`config.mk`:
```
export PLATFORM = sky130hd
export DESIGN_NAME = track_row_rle_encoder
export DESIGN_NICKNAME = d
export VERILOG_FILES = /design/src/design/trre_pkg.sv /design/src/design/trre_row_mem.sv /design/src/design/trre_cmd_decode.sv /design/src/design/trre_seq.sv /design/src/design/track_row_rle_encoder.sv
export SDC_FILE = /design/constraint.sdc
export NUM_CORES = 1
export LEC_CHECK = 0
export BUFFER_PORTS_ARGS = -buffer_cell sky130_fd_sc_hd__buf_2
export CAP_MARGIN = 0
export CORE_UTILIZATION = 31
export DETAILED_ROUTE_END_ITERATION = 12
export HOLD_SLACK_MARGIN = 0.06
export PLACE_DENSITY = 0.56
export SLEW_MARGIN = 10
export SYNTH_ARGS = -nofsm -noshare
export SYNTH_HDL_FRONTEND = slang
export SYNTH_HIERARCHICAL = 1
export SYNTH_SLANG_ARGS = --single-unit
```
`constraint.sdc`:
```
create_clock -name clk_i -period 8.9 [get_ports clk_i]
set_clock_uncertainty 0.1 [all_clocks]
set_input_delay 2.225 -clock clk_i [delete_from_list [all_inputs] [get_ports clk_i]]
set_output_delay 2.225 -clock clk_i [all_outputs]
set_load 0.01 [all_outputs]
```
`src/design/trre_pkg.sv`:
```
// Shared types, constants and the opcode operand table of the track row encoder.
// Has no dependencies; every other file of the block but trre_row_mem refers to it by scoped names.
`timescale 1ns / 1ps
`default_nettype none

package trre_pkg;

  localparam int unsigned ROW_PAYLOAD_MAX_DEF = 30;
  localparam int unsigned REPEAT_MAX_DEF      = 8;
  localparam int unsigned REP_W               = 4;
  localparam int unsigned APB_ADDR_W          = 3;

  localparam logic [7:0] OPCODE_LIMIT  = 8'd62;
  localparam logic [7:0] PATTERN_BASE  = 8'd3;
  localparam logic [7:0] VOLUME_OPCODE = 8'd30;
  localparam logic [4:0] LENGTH_MASK   = 5'h1f;

  typedef enum logic [2:0] {
    KIND_BYTE      = 3'd0,
    KIND_EFFECT    = 3'd1,
    KIND_PATTERN   = 3'd2,
    KIND_VOLUME    = 3'd3,
    KIND_ROW_END   = 3'd4,
    KIND_TRACK_END = 3'd5,
    KIND_START     = 3'd6
  } kind_e;

  // Up to three bytes a command appends to the current row, first byte in slot 0.
  typedef struct packed {
    logic [1:0]      count;
    logic [2:0][7:0] bytes;
  } append_t;

  // Opcodes whose operand is a big-endian 16-bit word.
  function automatic logic two_operands(input logic [7:0] op);
    logic res;
    res = op inside {8'd30, 8'd54, 8'd56, 8'd57, 8'd61};
    return res;
  endfunction

endpackage

`default_nettype wire

```
`src/design/trre_row_mem.sv`:
```
// Row store of the track row encoder: two banks (current and previous row) in one
// synchronous RAM, one write and one registered read per cycle. No package use.
`timescale 1ns / 1ps
`default_nettype none

module trre_row_mem #(
  parameter int unsigned AddrW = 6
) (
  input  wire logic             clk_i,
  input  wire logic             we_i,
  input  wire logic [AddrW-1:0] waddr_i,
  input  wire logic [7:0]       wdata_i,
  input  wire logic             re_i,
  input  wire logic [AddrW-1:0] raddr_i,
  output logic      [7:0]       rdata_o
);

  localparam int unsigned Depth = 2 ** AddrW;

  logic [7:0] mem_q [Depth];
  logic [7:0] rdata_q;

  always_ff @(posedge clk_i) begin
    if (we_i) begin
      mem_q[waddr_i] <= wdata_i;
    end
  end

  // The read register holds its value until the next read is issued.
  always_ff @(posedge clk_i) begin
    if (re_i) begin
      rdata_q <= mem_q[raddr_i];
    end
  end

  assign rdata_o = rdata_q;

endmodule

`default_nettype wire

```
`src/design/trre_cmd_decode.sv`:
```
// Command decoder: turns one input command into the list of bytes it appends.
// Depends on trre_pkg for the command kinds, the append list type and the operand table.
`timescale 1ns / 1ps
`default_nettype none

module trre_cmd_decode (
  input  wire trre_pkg::kind_e  kind_i,
  input  wire logic [7:0]       effect_i,
  input  wire logic [15:0]      value_i,
  input  wire logic             arp_i,
  output trre_pkg::append_t     app_o
);

  logic [7:0]  lo;
  logic [8:0]  pat_op;
  logic [7:0]  op;
  logic [15:0] dat;
  logic        eff_en;

  assign lo     = value_i[7:0];
  assign pat_op = {1'b0, effect_i} + {1'b0, trre_pkg::PATTERN_BASE};

  always_comb begin
    op     = effect_i;
    dat    = value_i;
    eff_en = 1'b0;
    app_o  = '0;
    case (kind_i)
      trre_pkg::KIND_BYTE: begin
        app_o.count    = 2'd1;
        app_o.bytes[0] = lo;
      end
      trre_pkg::KIND_EFFECT: begin
        eff_en = (effect_i != 8'd0) && (effect_i < trre_pkg::OPCODE_LIMIT);
      end
      trre_pkg::KIND_PATTERN: begin
        op  = pat_op[7:0];
        dat = {8'd0, lo};
        eff_en = ((effect_i != 8'd0) || (lo != 8'd0) || arp_i) &&
                 (pat_op < {1'b0, trre_pkg::OPCODE_LIMIT});
      end
      trre_pkg::KIND_VOLUME: begin
        if ((effect_i != 8'd0) || (lo != 8'd0)) begin
          app_o.count    = 2'd3;
          app_o.bytes[0] = trre_pkg::VOLUME_OPCODE;
          app_o.bytes[1] = effect_i;
          app_o.bytes[2] = lo;
        end
      end
      default: begin
      end
    endcase

    if (eff_en) begin
      app_o.bytes[0] = op;
      if (trre_pkg::two_operands(op)) begin
        app_o.count    = 2'd3;
        app_o.bytes[1] = dat[15:8];
        app_o.bytes[2] = dat[7:0];
      end else begin
        app_o.count    = 2'd2;
        app_o.bytes[1] = dat[7:0];
      end
    end
  end

endmodule

`default_nettype wire

```
`src/design/trre_seq.sv`:
```
// Sequencer of the track row encoder: appends bytes with a running compare against
// the previous row, merges or emits rows, and drives the output register.
// Depends on trre_pkg; drives the ports of trre_row_mem.
`timescale 1ns / 1ps
`default_nettype none

module trre_seq #(
  parameter int unsigned RowPayloadMax = trre_pkg::ROW_PAYLOAD_MAX_DEF,
  parameter int unsigned RepeatMax     = trre_pkg::REPEAT_MAX_DEF,
  localparam int unsigned LenW  = $clog2(RowPayloadMax + 1),
  localparam int unsigned IdxW  = (RowPayloadMax > 1) ? $clog2(RowPayloadMax) : 1,
  localparam int unsigned AddrW = IdxW + 1
) (
  input  wire logic              clk_i,
  input  wire logic              rst_ni,
  input  wire logic              in_valid_i,
  output logic                   in_stall_o,
  input  wire trre_pkg::kind_e   kind_i,
  input  wire trre_pkg::append_t app_i,
  output logic                   mem_we_o,
  output logic [AddrW-1:0]       mem_waddr_o,
  output logic [7:0]             mem_wdata_o,
  output logic                   mem_re_o,
  output logic [AddrW-1:0]       mem_raddr_o,
  input  wire logic [7:0]        mem_rdata_i,
  output logic                   out_valid_o,
  input  wire logic              out_stall_i,
  output logic [7:0]             out_byte_o,
  output logic                   last_of_run_o,
  output logic                   row_overflow_o
);

  typedef enum logic [2:0] {
    ST_IDLE,
    ST_APPEND,
    ST_EMIT_HDR,
    ST_EMIT_DATA,
    ST_TERM
  } state_e;

  localparam logic [LenW-1:0]            LEN_MAX = LenW'(RowPayloadMax);
  localparam logic [trre_pkg::REP_W-1:0] REP_MAX = trre_pkg::REP_W'(RepeatMax);
  localparam logic [trre_pkg::REP_W-1:0] REP_ONE = trre_pkg::REP_W'(1);

  state_e                     state_q, state_d;
  logic                       bank_q, bank_d;
  logic [LenW-1:0]            cur_len_q, cur_len_d;
  logic [LenW-1:0]            prev_len_q, prev_len_d;
  logic [trre_pkg::REP_W-1:0] rep_q, rep_d;
  logic                       have_q, have_d;
  logic                       cur_ovf_q, cur_ovf_d;
  logic                       pend_ovf_q, pend_ovf_d;
  logic                       match_q, match_d;
  logic [2:0][7:0]            qb_q, qb_d;
  logic [1:0]                 qcnt_q, qcnt_d;
  logic [LenW-1:0]            emit_idx_q, emit_idx_d;
  logic                       track_q, track_d;
  logic                       out_valid_q, out_valid_d;
  logic [7:0]                 out_byte_q, out_byte_d;
  logic                       out_last_q, out_last_d;
  logic                       out_ovf_q, out_ovf_d;

  logic            out_free;
  logic [IdxW-1:0] rd_idx;
  logic [LenW-1:0] emit_nxt;
  logic [7:0]      hdr;

  assign out_free = !out_valid_q || !out_stall_i;
  assign emit_nxt = emit_idx_q + LenW'(1);
  assign hdr      = {3'(rep_q - REP_ONE),
                     5'(32'(prev_len_q) + 32'd1) & trre_pkg::LENGTH_MASK};

  always_comb begin
    state_d     = state_q;
    bank_d      = bank_q;
    cur_len_d   = cur_len_q;
    prev_len_d  = prev_len_q;
    rep_d       = rep_q;
    have_d      = have_q;
    cur_ovf_d   = cur_ovf_q;
    pend_ovf_d  = pend_ovf_q;
    match_d     = match_q;
    qb_d        = qb_q;
    qcnt_d      = qcnt_q;
    emit_idx_d  = emit_idx_q;
    track_d     = track_q;
    out_valid_d = out_valid_q && out_stall_i;
    out_byte_d  = out_byte_q;
    out_last_d  = out_last_q;
    out_ovf_d   = out_ovf_q;
    mem_we_o    = 1'b0;
    mem_re_o    = 1'b0;
    rd_idx      = cur_len_q[IdxW-1:0];

    case (state_q)
      ST_IDLE: begin
        if (in_valid_i) begin
          case (kind_i)
            trre_pkg::KIND_BYTE, trre_pkg::KIND_EFFECT,
            trre_pkg::KIND_PATTERN, trre_pkg::KIND_VOLUME: begin
              if (app_i.count != 2'd0) begin
                // Fetch the previous row's byte at the slot the first byte lands in.
                qb_d     = app_i.bytes;
                qcnt_d   = app_i.count;
                mem_re_o = 1'b1;
                state_d  = ST_APPEND;
              end
            end
            trre_pkg::KIND_ROW_END: begin
              if (!have_q) begin
                bank_d     = !bank_q;
                prev_len_d = cur_len_q;
                rep_d      = REP_ONE;
                have_d     = 1'b1;
                pend_ovf_d = cur_ovf_q;
                cur_ovf_d  = 1'b0;
                cur_len_d  = '0;
                match_d    = 1'b1;
              end else if ((cur_len_q == prev_len_q) && (rep_q < REP_MAX) && match_q) begin
                rep_d      = rep_q + REP_ONE;
                pend_ovf_d = pend_ovf_q | cur_ovf_q;
                cur_ovf_d  = 1'b0;
                cur_len_d  = '0;
                match_d    = 1'b1;
              end else begin
                track_d = 1'b0;
                state_d = ST_EMIT_HDR;
              end
            end
            trre_pkg::KIND_TRACK_END: begin
              track_d = 1'b1;
              state_d = have_q ? ST_EMIT_HDR : ST_TERM;
            end
            trre_pkg::KIND_START: begin
              prev_len_d = '0;
              rep_d      = REP_ONE;
              cur_len_d  = '0;
              have_d     = 1'b0;
              cur_ovf_d  = 1'b0;
              pend_ovf_d = 1'b0;
              match_d    = 1'b1;
            end
            default: begin
            end
          endcase
        end
      end

      ST_APPEND: begin
        if (cur_len_q < LEN_MAX) begin
          mem_we_o  = 1'b1;
          match_d   = match_q && (cur_len_q < prev_len_q) && (mem_rdata_i == qb_q[0]);
          cur_len_d = cur_len_q + LenW'(1);
        end else begin
          cur_ovf_d = 1'b1;
        end
        qb_d   = {8'd0, qb_q[2], qb_q[1]};
        qcnt_d = qcnt_q - 2'd1;
        if (qcnt_q > 2'd1) begin
          mem_re_o = 1'b1;
          rd_idx   = cur_len_d[IdxW-1:0];
        end else begin
          state_d = ST_IDLE;
        end
      end

      ST_EMIT_HDR, ST_EMIT_DATA: begin
        if (out_free) begin
          out_valid_d = 1'b1;
          out_ovf_d   = pend_ovf_q;
          if (state_q == ST_EMIT_HDR) begin
            out_byte_d = hdr;
            out_last_d = (prev_len_q == '0) && !track_q;
            emit_idx_d = '0;
          end else begin
            out_byte_d = mem_rdata_i;
            out_last_d = (emit_nxt == prev_len_q) && !track_q;
            emit_idx_d = emit_nxt;
          end

          if (emit_idx_d < prev_len_q) begin
            mem_re_o = 1'b1;
            rd_idx   = emit_idx_d[IdxW-1:0];
            state_d  = ST_EMIT_DATA;
          end else if (track_q) begin
            state_d = ST_TERM;
          end else begin
            // The finished row becomes the pending one once the old one is out.
            bank_d     = !bank_q;
            prev_len_d = cur_len_q;
            rep_d      = REP_ONE;
            have_d     = 1'b1;
            pend_ovf_d = cur_ovf_q;
            cur_ovf_d  = 1'b0;
            cur_len_d  = '0;
            match_d    = 1'b1;
            state_d    = ST_IDLE;
          end
        end
      end

      ST_TERM: begin
        if (out_free) begin
          out_valid_d = 1'b1;
          out_byte_d  = 8'd0;
          out_last_d  = 1'b1;
          out_ovf_d   = 1'b0;
          prev_len_d  = '0;
          rep_d       = REP_ONE;
          cur_len_d   = '0;
          have_d      = 1'b0;
          cur_ovf_d   = 1'b0;
          pend_ovf_d  = 1'b0;
          match_d     = 1'b1;
          state_d     = ST_IDLE;
        end
      end

      default: begin
        state_d = ST_IDLE;
      end
    endcase
  end

  always_ff @(posedge clk_i or negedge rst_ni) begin
    if (!rst_ni) begin
      state_q     <= ST_IDLE;
      bank_q      <= 1'b0;
      cur_len_q   <= '0;
      prev_len_q  <= '0;
      rep_q       <= REP_ONE;
      have_q      <= 1'b0;
      cur_ovf_q   <= 1'b0;
      pend_ovf_q  <= 1'b0;
      match_q     <= 1'b1;
      qcnt_q      <= '0;
      emit_idx_q  <= '0;
      track_q     <= 1'b0;
      out_valid_q <= 1'b0;
    end else begin
      state_q     <= state_d;
      bank_q      <= bank_d;
      cur_len_q   <= cur_len_d;
      prev_len_q  <= prev_len_d;
      rep_q       <= rep_d;
      have_q      <= have_d;
      cur_ovf_q   <= cur_ovf_d;
      pend_ovf_q  <= pend_ovf_d;
      match_q     <= match_d;
      qcnt_q      <= qcnt_d;
      emit_idx_q  <= emit_idx_d;
      track_q     <= track_d;
      out_valid_q <= out_valid_d;
    end
  end

  always_ff @(posedge clk_i) begin
    qb_q       <= qb_d;
    out_byte_q <= out_byte_d;
    out_last_q <= out_last_d;
    out_ovf_q  <= out_ovf_d;
  end

  assign in_stall_o     = (state_q != ST_IDLE);
  assign mem_waddr_o    = {bank_q, cur_len_q[IdxW-1:0]};
  assign mem_wdata_o    = qb_q[0];
  assign mem_raddr_o    = {!bank_q, rd_idx};
  assign out_valid_o    = out_valid_q;
  assign out_byte_o     = out_byte_q;
  assign last_of_run_o  = out_last_q;
  assign row_overflow_o = out_ovf_q;

  a_len_bound : assert property (@(posedge clk_i) disable iff (!rst_ni)
    (cur_len_q <= LEN_MAX) && (prev_len_q <= LEN_MAX))
    else $error("row length beyond the payload limit");

  a_rep_bound : assert property (@(posedge clk_i) disable iff (!rst_ni)
    (rep_q >= REP_ONE) && (rep_q <= REP_MAX))
    else $error("repeat count out of range");

  a_emit_idx : assert property (@(posedge clk_i) disable iff (!rst_ni)
    (state_q == ST_EMIT_DATA) |-> (emit_idx_q < prev_len_q))
    else $error("emission index past the pending row");

  a_start_clears : assert property (@(posedge clk_i) disable iff (!rst_ni)
    (in_valid_i && !in_stall_o && (kind_i == trre_pkg::KIND_START))
      |=> (!have_q && (cur_len_q == '0) && (state_q == ST_IDLE)))
    else $error("start transaction did not clear the row state");

endmodule

`default_nettype wire

```
`src/design/track_row_rle_encoder.sv`:
```
// Track row encoder top level: APB register, command decoder, sequencer and row RAM.
// Depends on trre_pkg, trre_cmd_decode, trre_row_mem and trre_seq.
//
// Commands enter on the in_* channel (kind_i, effect_i, value_i); an input
// transaction completes when in_valid_i is high and in_stall_o is low. Encoded
// bytes leave on the out_* channel, one per transaction, with last_of_run_o on
// the final byte caused by a command and row_overflow_o on rows that lost bytes.
// A command that appends n bytes (0 to 3) is accepted in ST_IDLE, then each byte
// is appended in ST_APPEND with one RAM write while the previous row's byte at
// the same slot, read in the cycle before, feeds a running compare. Row ends that
// merge or just store the row are handled within ST_IDLE. A row end that emits
// loads its header into the output register from ST_EMIT_HDR, then one payload
// byte per cycle from the registered RAM read while the receiver does not stall;
// end of track adds the zero terminator from ST_TERM. While the receiver stalls,
// the output register holds its byte and emission waits. Reset clears the row
// state and the arpeggio_memory register; the row RAM needs no clearing pass, as
// bytes read at or above the stored lengths go unused. Configure only while idle.
`timescale 1ns / 1ps
`default_nettype none

module track_row_rle_encoder #(
  parameter int unsigned RowPayloadMax = trre_pkg::ROW_PAYLOAD_MAX_DEF,
  parameter int unsigned RepeatMax     = trre_pkg::REPEAT_MAX_DEF
) (
  input  wire logic                            clk_i,
  input  wire logic                            rst_ni,
  input  wire logic                            psel,
  input  wire logic                            penable,
  input  wire logic                            pwrite,
  input  wire logic [trre_pkg::APB_ADDR_W-1:0] paddr,
  input  wire logic [31:0]                     pwdata,
  output logic      [31:0]                     prdata,
  output logic                                 pready,
  input  wire logic                            in_valid_i,
  output logic                                 in_stall_o,
  input  wire logic [2:0]                      kind_i,
  input  wire logic [7:0]                      effect_i,
  input  wire logic [15:0]                     value_i,
  output logic                                 out_valid_o,
  input  wire logic                            out_stall_i,
  output logic      [7:0]                      out_byte_o,
  output logic                                 last_of_run_o,
  output logic                                 row_overflow_o
);

  localparam int unsigned IdxW  = (RowPayloadMax > 1) ? $clog2(RowPayloadMax) : 1;
  localparam int unsigned AddrW = IdxW + 1;

  logic              arp_q;
  logic              reg_sel;
  trre_pkg::kind_e   kind;
  trre_pkg::append_t app;
  logic              mem_we;
  logic [AddrW-1:0]  mem_waddr;
  logic [7:0]        mem_wdata;
  logic              mem_re;
  logic [AddrW-1:0]  mem_raddr;
  logic [7:0]        mem_rdata;

  // Register 0 occupies byte addresses 0 to 3.
  assign reg_sel = (paddr[trre_pkg::APB_ADDR_W-1:2] == '0);
  assign pready  = 1'b1;
  assign prdata  = reg_sel ? {31'd0, arp_q} : 32'd0;

  always_ff @(posedge clk_i or negedge rst_ni) begin
    if (!rst_ni) begin
      arp_q <= 1'b0;
    end else if (psel && penable && pwrite && reg_sel) begin
      arp_q <= pwdata[0];
    end
  end

  assign kind = trre_pkg::kind_e'(kind_i);

  trre_cmd_decode u_decode (
    .kind_i   (kind),
    .effect_i (effect_i),
    .value_i  (value_i),
    .arp_i    (arp_q),
    .app_o    (app)
  );

  trre_row_mem #(
    .AddrW (AddrW)
  ) u_mem (
    .clk_i   (clk_i),
    .we_i    (mem_we),
    .waddr_i (mem_waddr),
    .wdata_i (mem_wdata),
    .re_i    (mem_re),
    .raddr_i (mem_raddr),
    .rdata_o (mem_rdata)
  );

  trre_seq #(
    .RowPayloadMax (RowPayloadMax),
    .RepeatMax     (RepeatMax)
  ) u_seq (
    .clk_i          (clk_i),
    .rst_ni         (rst_ni),
    .in_valid_i     (in_valid_i),
    .in_stall_o     (in_stall_o),
    .kind_i         (kind),
    .app_i          (app),
    .mem_we_o       (mem_we),
    .mem_waddr_o    (mem_waddr),
    .mem_wdata_o    (mem_wdata),
    .mem_re_o       (mem_re),
    .mem_raddr_o    (mem_raddr),
    .mem_rdata_i    (mem_rdata),
    .out_valid_o    (out_valid_o),
    .out_stall_i    (out_stall_i),
    .out_byte_o     (out_byte_o),
    .last_of_run_o  (last_of_run_o),
    .row_overflow_o (row_overflow_o)
  );

endmodule

`default_nettype wire

```
==> metrics.md <==
| Metric | Value |
|---|---|
| TritonCTS Buffers | 58 |
| Worst-path clk slew | 0.06 ns |
| Post-CTS Setup Inserts | 0 |
| Mapped Cells | 1583 |
| Die footprint | 0.0834 mm^2 |
| Kind of end point of the critical path | register |
| Layout cells sized above 1 | 18.7% |
| Starting density of the core | 31.5% |
| Unique cell type count in the Yosys netlist | 84 |
| Detailed Routing Iterations Pass 1 | 5 |
| Setup CP Type | in2reg |
| Fin Setup TNS | 0 ns |
| # H-tree levels | 2 |
| GRT Residual Overflow | 0 |
| RSZ-0062 raised after global routing | false |
| Synth warn | 6 |
| Port-buffer cells | 48 |
| CTS Sinks | 586 |
| # nets final | 1690 |
| Area growth, synth to finish | 11.1% |
| Ant diodes | 0 |
| Dpl ws | 2.39 ns |
| First-pass GRT wire length | 90.5 mm |
| Sequential fraction of the synthesis area | 68.4% |
| Antenna violations before repair | 0 |
| Fin cells | 2714 |
| Vias after detailed routing | 14200 |
| Via/cell ratio | 5.23 |
| Synth Cell Area | 0.0255 mm^2 |
| Area occupied by multi-input gates | 0.00725 mm^2 |
| CTS hold repair buffers | 0 |
| Final critical-path required period | 5.91 ns |
| CTS tree | yes |
| P_leak | 0.00922 uW |
| Iteration-0 DRC Markers | 1186 |
| Clock Tree Root | clkbuf_16 |
| CTS max path bufs | 3 |
| CP Data Required Time | 9.02 ns |
| DRC | 0 |
| Vias in the first global route | 13900 |
| Post-synth top area share | 65.3% |
| Ys flop type | edfxtp_1 |
| P per Cell Area | 282 mW/mm^2 |
| Final hold vios | 0 |
| Synth area leader | edfxtp_1 |
| WL final | 60.4 mm |
| Async set or reset register ratio after synthesis | 5.46% |
| Syn_area_per_cell | 16.1 um^2 |
| Final slew viol count | 0 |
| Fmax | 0.169 GHz |
| DP HPWL | 36.3 mm |
| Placed Instances | 2607 |
| Worst hold slack | 0.401 ns |
| Core area | 0.0809 mm^2 |
| Fill count | 7686 |
| Worst EP arrival | 6.03 ns |
| IO Count | 114 |
| FF/Latch Area | 0.0174 mm^2 |
| Peak supply drop | 290 uV |
| Period Utilization, post-route | 66.4% |
| Final setup fails | 0 |
| Status | finished clean |
| Crit path launch type | input pin |
| Max Cap Viol | 0 |
| Worst Max-Slew Pin Slew | 1.08 ns |
| CP max FO | 20 |
| Rows | 104 |
| Worst Hold Class | reg2reg |
| Per-cell routed wire length | 22.3 um |
| Reg2reg setup slack | 3.13 ns |
| Gp weighted congestion | 0.825 |
| Slew HR | 27.6% |
| Top cells by area, synth | edfxtp_1 (65%), mux4_2 (11%), dfrtp_1 (2.9%) |
| Post-route ant nets | 0 |
| Clock Latency Late Sink | 0.62 ns |
| Largest net degree at the start of global routing | 112 |
| EDFF count, synth | 554 |
| Worst setup margin | 2.99 ns |
| Die height | 289 um |
| FF+latch count, synth | 586 |
| Post-CTS Resized | 0 |
| Horiz. Die Dim | 289 um |
| Total GRT Usage | 14.6% |
## area by class of cell
| type | count | area share, % |
|---|---|---|
| clock buffer | 68 | 5.26 |
| sequential | 586 | 61.6 |
| multi-input combinational | 860 | 25.6 |
| timing repair buffer | 65 | 1.43 |
| tap | 1060 | 4.68 |
| inverter | 36 | 0.477 |
| clock inverter | 39 | 0.998 |
## critical path: stages
cell	delay, ns
buf_2	0.16
or3b_1	0.71
or4_4	0.60
a21o_1	0.19
mux2i_1	0.16
o311a_1	0.53
a21o_4	0.25
or2_1	0.18
o211ai_1	0.18
o221ai_1	0.83
## stage by stage
step	utilization, %	power [uW]	cell area, um^2
2_1_floorplan	-	5060	25600
3_3_place_gp	32.8	5750	26600
3_5_place_dp	32.8	5760	26600
4_1_cts	35.0	8070	28300
5_1_grt	35.0	8340	28300
6_report	35.0	7990	28300
## power breakdown
part	switching, uW	internal [uW]
clock	1020	1280
sequential	111	3130
combinational	1420	1020
## synth_stat cells, drive strengths merged (9+ instances only)
cell	n
inv	34
or2	11
a22oi	9
xor2	14
mux2i	36
nand2	124
a211oi	12
xnor2	15
ha	14
and2	23
a21oi	28
nor2b	14
o21ai	39
o22ai	27
nor3	14
nand2b	9
buf	93
a31oi	12
nand4	11
edfxtp	554
nor2	123
nand3	38
a22o	13
mux4	124
clkbuf	38
nor4	12
dfrtp	30
## final timing paths
| kind | from | endpoint | cells after the start |
|---|---|---|---|
| min in group asynchronous | rst_ni | u_seq/qcnt_q[0]$_DFFE_PN0P_ | 1 |
| max in group asynchronous | rst_ni | u_seq/prev_len_q[4]$_DFFE_PN0P_ | 1 |
| min | u_seq/cur_ovf_q$_DFFE_PN0P_ | u_seq/cur_ovf_q$_DFFE_PN0P_ | 2 |
| min reg2reg | u_seq/cur_ovf_q$_DFFE_PN0P_ | u_seq/cur_ovf_q$_DFFE_PN0P_ | 2 |
| max reg2reg | u_seq/state_q[1]$_DFFE_PN0P_ | u_mem/rdata_o[0]$_DFFE_PP_ | 12 |
| max | kind_i[2] | u_mem/rdata_o[0]$_DFFE_PP_ | 10 |
## cells in the final DEF, fill, tap and decap left out, drive strengths merged, types with 30 or more instances in the layout
master,synthesis,final
buf,93,65
mux2i,36,36
mux4,124,124
nand2,124,124
nor2,123,123
clkinv,2,34
edfxtp,554,554
nand3,38,38
dfrtp,30,30
conb,2,32
inv,34,36
clkbuf,38,68
o21ai,39,39
## kinds of logic (layout without fill, tap and decap cells)
| logic type | count (synthesis) | count (layout) | synth area share [%] |
|---|---|---|---|
| adder cells (fa/ha/maj) | 14 | 14 | 0.687 |
| flip-flops | 586 | 586 | 68.4 |
| AO/OA/AOI/OAI | 208 | 208 | 5.79 |
| AND/OR/NAND/NOR | 413 | 413 | 7.76 |
| other | 2 | 32 | 0.0295 |
| XOR/XNOR | 29 | 29 | 1.03 |
| buffers and inverters | 167 | 208 | 3.73 |
| multiplexers | 164 | 164 | 12.5 |
## registers in the layout, indices dropped and copies added, names as in the netlist, 2 cells and up
name	count
u_seq/out_byte_o	8
u_seq/emit_idx_q	5
u_seq/rep_q	4
u_mem/rdata_o	8
u_seq/state_q	3
u_seq/prev_len_q	5
u_seq/qb_q	16
u_mem/mem_q	512
u_seq/cur_len_q	5
u_seq/mem_wdata_o	8
u_seq/qcnt_q	2
## layer usage
layer / wire (um) / up-vias / global-route usage [%] / part of all wire, %
li1: - / 6193 / - / -
met1: 26600 / 7457 / 20.3 / 44
met5: 0 / - / 0 / 0
met2: 29100 / 468 / 23.9 / 48
met4: 1290 / 0 / 3.64 / 2.1
met3: 3390 / 82 / 2.29 / 5.6
Note: power is estimated with default switching activity, not from simulation.
